===== src/hw/rtl/rste_pkg.sv =====
// Shared constants, opcodes and controller/datapath interface types for the range sum tree.
package rste_pkg;

  localparam int LEAVES  = 1024;
  localparam int DEPTH   = 2 * LEAVES;
  localparam int LEAF_W  = $clog2(LEAVES);
  localparam int NODE_W  = LEAF_W + 1;
  localparam int BOUND_W = NODE_W + 1;

  localparam int OPCODE_W = 2;
  localparam int INDEX_W  = 10;
  localparam int RIGHT_W  = 11;
  localparam int VALUE_W  = 32;
  localparam int SUM_W    = 64;

  localparam logic [OPCODE_W-1:0] OP_SET   = 2'd0;
  localparam logic [OPCODE_W-1:0] OP_ADD   = 2'd1;
  localparam logic [OPCODE_W-1:0] OP_QUERY = 2'd2;

  // Commands from the controller to the datapath.
  typedef struct packed {
    logic load;      // capture the accepted request
    logic leaf_rd;   // read the leaf word
    logic leaf_wr;   // write the new leaf word
    logic sib_rd;    // read the sibling of the current node
    logic sib_wr;    // write the parent sum and climb one level
    logic q_lo_rd;   // read the node at the left bound
    logic q_lo_acc;  // fold it into the left sum, step the left bound
    logic q_hi_rd;   // step the right bound down and read that node
    logic q_hi_acc;  // fold it into the right sum
    logic q_shift;   // move both bounds up one level
    logic res_load;  // load the output register
    logic clr_wr;    // clear one word of the node store
  } cmd_t;

  // Status from the datapath to the controller.
  typedef struct packed {
    logic [OPCODE_W-1:0] op;
    logic                pos_ok;
    logic                parent_is_root;
    logic                lo_lt_hi;
    logic                lo_odd;
    logic                hi_odd;
    logic                clr_last;
  } sts_t;

endpackage


===== src/hw/rtl/rste_ctrl.sv =====
// Sequencer for clearing, point update and range query.
module rste_ctrl
  import rste_pkg::*;
(
  input  logic clk,
  input  logic rst,
  input  logic in_valid,
  output logic in_ready,
  output logic out_valid,
  input  logic out_ready,
  input  sts_t sts,
  output cmd_t cmd
);

  typedef enum logic [3:0] {
    S_CLEAR,
    S_IDLE,
    S_DISPATCH,
    S_U_RD,
    S_U_LEAF,
    S_U_SRD,
    S_U_SWR,
    S_Q_L,
    S_Q_LW,
    S_Q_R,
    S_Q_RW,
    S_Q_DONE
  } state_t;

  state_t state;
  state_t state_next;

  assign in_ready = (state == S_IDLE);

  always_comb begin
    state_next = state;
    cmd        = '0;
    case (state)
      S_CLEAR: begin
        cmd.clr_wr = 1'b1;
        if (sts.clr_last) begin
          state_next = S_IDLE;
        end
      end
      S_IDLE: begin
        if (in_valid) begin
          cmd.load   = 1'b1;
          state_next = S_DISPATCH;
        end
      end
      S_DISPATCH: begin
        if ((sts.op == OP_SET || sts.op == OP_ADD) && sts.pos_ok) begin
          state_next = S_U_RD;
        end else if (sts.op == OP_QUERY) begin
          state_next = S_Q_L;
        end else begin
          state_next = S_IDLE;
        end
      end
      S_U_RD: begin
        cmd.leaf_rd = 1'b1;
        state_next  = S_U_LEAF;
      end
      S_U_LEAF: begin
        cmd.leaf_wr = 1'b1;
        state_next  = S_U_SRD;
      end
      S_U_SRD: begin
        cmd.sib_rd = 1'b1;
        state_next = S_U_SWR;
      end
      S_U_SWR: begin
        cmd.sib_wr = 1'b1;
        state_next = sts.parent_is_root ? S_IDLE : S_U_SRD;
      end
      S_Q_L: begin
        if (!sts.lo_lt_hi) begin
          state_next = S_Q_DONE;
        end else if (sts.lo_odd) begin
          cmd.q_lo_rd = 1'b1;
          state_next  = S_Q_LW;
        end else begin
          state_next = S_Q_R;
        end
      end
      S_Q_LW: begin
        cmd.q_lo_acc = 1'b1;
        state_next   = S_Q_R;
      end
      S_Q_R: begin
        if (sts.hi_odd) begin
          cmd.q_hi_rd = 1'b1;
          state_next  = S_Q_RW;
        end else begin
          cmd.q_shift = 1'b1;
          state_next  = S_Q_L;
        end
      end
      S_Q_RW: begin
        cmd.q_hi_acc = 1'b1;
        cmd.q_shift  = 1'b1;
        state_next   = S_Q_L;
      end
      S_Q_DONE: begin
        // Hold until the output register is free.
        if (!out_valid || out_ready) begin
          cmd.res_load = 1'b1;
          state_next   = S_IDLE;
        end
      end
      default: begin
        state_next = S_IDLE;
      end
    endcase
  end

  always_ff @(posedge clk) begin
    if (rst) begin
      state     <= S_CLEAR;
      out_valid <= 1'b0;
    end else begin
      state <= state_next;
      if (cmd.res_load) begin
        out_valid <= 1'b1;
      end else if (out_ready) begin
        out_valid <= 1'b0;
      end
    end
  end

endmodule


===== config.mk =====
export PLATFORM = sky130hd
export DESIGN_NAME = rste_ctrl
export DESIGN_NICKNAME = d
export VERILOG_FILES = /design/src/hw/rtl/rste_pkg.sv /design/src/hw/rtl/rste_ctrl.sv
export SDC_FILE = /design/constraint.sdc
export NUM_CORES = 1
export LEC_CHECK = 0
export ABC_AREA = 1
export BUFFER_PORTS_ARGS = -buffer_cell sky130_fd_sc_hd__buf_2
export CAP_MARGIN = 20
export CELL_PAD_IN_SITES_DETAIL_PLACEMENT = 0
export CELL_PAD_IN_SITES_GLOBAL_PLACEMENT = 1
export CORE_UTILIZATION = 23
export DETAILED_ROUTE_END_ITERATION = 7
export PLACE_DENSITY_LB_ADDON = 0.3
export SLEW_MARGIN = 10
export SYNTH_ARGS = -nofsm -noshare
export SYNTH_HDL_FRONTEND = slang
export SYNTH_SLANG_ARGS = --single-unit

===== constraint.sdc =====
create_clock -name clk -period 1.1 [get_ports clk]
set_input_delay 0.11 -clock clk [delete_from_list [all_inputs] [get_ports clk]]
set_output_delay 0.11 -clock clk [all_outputs]
set_load 0.005 [all_outputs]

# --- Word-level counts from Yosys, hierarchy flattened ---
# Cells that the tools add are included.
word_totals:
  reg_bits: 5
  latchBits: 0
  ramBits: 0
  mem_bits_ro: 0
  input_bits: 12
  output_inout_bits: 14
  elab_cells: 56
  memories: 0
classes:
  add_sub_neg: 0
  mul: 0
  div_mod_pow: 0
  magnitude_cmp: 0
  n_eq_ne: 16
  shift: 0
  mux: 30
  n_bitwise: 0
  reduce_logical: 8
ops:
  columns: ["cell", "count"]
  rows:
  - ["$pmux W4 S12", 1]
  - ["$mux W4", 6]
  - ["$mux W1", 20]
  - ["$eq A4 B3 Y1 const B", 4]
  - ["$eq A4 B4 Y1 const B", 4]
  - ["$eq A4 B2 Y1 const B", 2]
  - ["$mux W3", 2]
  - ["$ne A2 B2 Y1 const B", 3]
  - ["$eq A4 B1 Y1 const B", 1]
  - ["$logic_not A4 Y1", 1]
  - ["$reduce_and A3 Y1", 1]
  - ["$eq A2 B1 Y1 const B", 1]
  - ["$eq A2 B2 Y1 const B", 1]
  - ["$logic_not A2 Y1", 1]
  - ["$logic_or A1 B1 Y1", 2]
  - ["$pmux W1 S2", 1]
  - ["$reduce_bool A2 Y1", 1]
  - ["$logic_and A1 B1 Y1", 1]
  - ["$logic_not A1 Y1", 1]

# --- Longest topological paths before layout ---
depth:
  ltp_word: 5
  ltp_mapped: 8
  depth_no_buf: 8

# --- Worst setup path before layout ---
# Ideal clock, no wire load.
synth_path:
  path_kind: "reg-to-reg"
  start: "register state[0]"
  end: "register state[1]"
  setup_time_ns: 0.118
  arrival_ns: 0.953
  required_ns: 0.982
  slack_ns: 0.029
  path_stages_with_launch: 8
  path_buffers: 0
  period_less_slack_ns: 1.071
  cell_sequence: "dfxtp_1 -> nand2_1 -> nor2_2 -> nand2_1 -> nand2_1 -> nor2_1 -> nand2_1 -> a21oi_1"
synth_between:
  elab_chain_len: 3
  word_cells_on_any_way: 17
  cone_classes: "eq/ne (14); mux (1); reduce/logical (2)"
synth_lines:
  columns: ["item", "line", "rtl"]
  rows:
  - ["start, declared", "rste_ctrl.sv:30", "state_t state;"]
  - ["start signal, assigned", "rste_ctrl.sv:122", "state <= state_next;"]
  - ["$eq A4 B4 Y1, or another cell as far along", "rste_ctrl.sv:38", "case (state)"]
  - ["$ne A2 B2 Y1 (no line)", null, null]
  - ["$reduce_and A3 Y1 (no line)", null, null]
# Parallel ways exist; a longest one is shown, timed or not.
# A chain may end at the register's enable or synchronous reset.

==> out/results.ini <==
[timing]
rsz0062_at_grt = yes
slew_headroom_pct = 82.8
max_freq_mhz = 768
fin_skew_ns = 0.00167
setup_violations = 17
period_minus_slack_ns = 1.30
timing.setup.tns_ns = -2.05
drv_slew = 0
setup_slack_ns = -0.203
final-hold-violation-count = 0
period_share_pct = 118
worst_pin_slew_ns = 0.258

[setup_path]
required_ns = 0.99
path_delay_family = flip-flops
cp-end-kind = output port
crit_fanout = 5
cpPeakStageDelay_ns = 0.37
crit_type = flop to output port
arrival_ns = 1.19
start_kind = flop
slowest_stage = dfxtp_4
path_cells = buf_6 > nor2_4 > nand2_2 > nor2_2 > buf_2
path_buf_inv = 2

[floorplanning]
rows = 15
dieArea_um2 = 2200
initial_utilization_pct = 25.7
core_um2 = 1800
die_w_um = 46.9
ioPinCount = 26
die_y_um = 46.9

[synthesis]
yosysWarnings = 0
syn_area_per_cell_um2 = 5.14
netlist_area_um2 = 463
synth.area.top_cells = dfxtp_1, nor2_1, inv_1
ys_ff_latch = 5
syn_nets = 102
synth_top_cell_area_share_pct = 21.6
synth_top_area_cell = dfxtp_1
seq_area_frac_synth_pct = 21.6
synth_cell_types = 13
synthCells = 90

[clocking]
numCtsBuffers = 3
cts_tree = built
cts-root-buf = clkbuf_4
clk_latency_ns = 0.23
clock_path_buffers = 2
clk_pin_slew_ns = 0.04
clock_sinks = 5
htree_levels = 1

[pwr]
leakage_nw = 0.581
pwr_density_cell_nw_per_um2 = 911
p_total_mw = 0.942
max-vdd-ir-drop_v = 0.000478

[global_routing]
antenna_found_initial = 0
grt_max_degree = 8
track_usage_pct = 15.7
grt_pass1_vias = 594
gr-total-overflow = 0
grt_pass1_wl_um = 2460

[placed_design]
place_congestion = 0.879
io_buffers = 25
dp_slack_ns = -0.141
dp_hpwl_um = 1100

[worst_hold_path]
hold_class = primary input to flop

[outcome]
violations = negative setup slack
outcome = finished with violations

[layout]
syn_to_final_growth_pct = 123
final_nets = 155
drive_above_1_share_pct = 67.6
antenna_cells = 0

[detailed_routing]
avgViaCountPerCell = 4.36
detail-route-antenna-nets = 0
drt_wl_total_um = 1750
vias = 728
drc_errors = 0
drt_first_pass_iters = 4
drt_iter0_markers = 13
routedWlPerCell_um = 10.5

[job]
max-cap-violations = 0

[through the flow]
step | util (%) | instance area [µm²] | hold slack, ns | instances
finish | 57.4 | 1030 | 0.0752 | 167
global route | 57.4 | 1030 | 0.0779 | 167
CTS | 50.3 | 907 | 0.0593 | 165
detailed placement | 38.5 | 694 | 0.317 | 150
global placement | 38.5 | 694 | 0.317 | 150
floorplan | - | 463 | 0.179 | 90
[worst paths after layout]
| kind | startpoint | end | slack, ns | depth (start not counted) |
|---|---|---|---|---|
| max | state[2] | cmd[4] | -0.20 | 5 |
| min reg2reg | out_valid | state[1] | 0.58 | 4 |
| min | rst | state[2] | 0.08 | 2 |
| max reg2reg | state[3] | state[1] | -0.13 | 8 |
[kinds of logic (layout without fill, tap and decap cells)]
group	Yosys count	after routing	share of synthesized area [%]
AOI/OAI and AO/OA	7	7	7.57
DFF	5	5	21.6
buffers and inverters	20	72	16.2
and+or+nand+nor	58	58	54.6
[cell type report]
class                   instances  area, µm²
clock buffers                   4       26.3
multi-input cells              65        435
repair buffers                 48        340
fillers                       185        768
inverters                      20       85.1
well taps                      25       31.3
flip-flops and latches          5        115
[report_power, final]
part / switching, mW / internal [mW]
Clock: 0.0670 / 0.137
Combinational: 0.231 / 0.252
Sequential: 0.0532 / 0.202
Total: 0.351 / 0.590
[repair_timing]
item | CTS | global route
hold buffers | 0 | 0
buffers inserted | 11 | 3
gates resized for setup | 38 | 32
pin swaps | 8 | 10
endpoints found under the hold margin | 0 | 0
endpoints found under the setup margin | 17 | 18
[cell usage in the layout (no fill, tap or decap), drive strengths merged]
master  instances
a21oi           2
buf            48
clkbuf          4
dfxtp           5
inv            20
nand2          20
nand3           4
nand4           2
nor2           25
nor3            6
nor4            1
o21ai           5
[metal layers]
layer | GRT usage [%] | share of wire [%] | wire length, µm
met5 | 0 | 0 | 0
met4 | 5.14 | 0 | 0
met2 | 25.8 | 52 | 909
met3 | 3.08 | 5.2 | 92
met1 | 20.7 | 43 | 752
[state kept, by name, indices dropped and copies added (netlist names)]
register	count
out_valid	1
state	4
[Yosys cell counts, drive strengths merged]
cell / instances
nor2: 25
inv: 20
nand2: 20
nor3: 6
dfxtp: 5
o21ai: 5
nand3: 4
a21oi: 2
nand4: 2
nor4: 1
No activity file was read; power rests on OpenSTA's default activity.
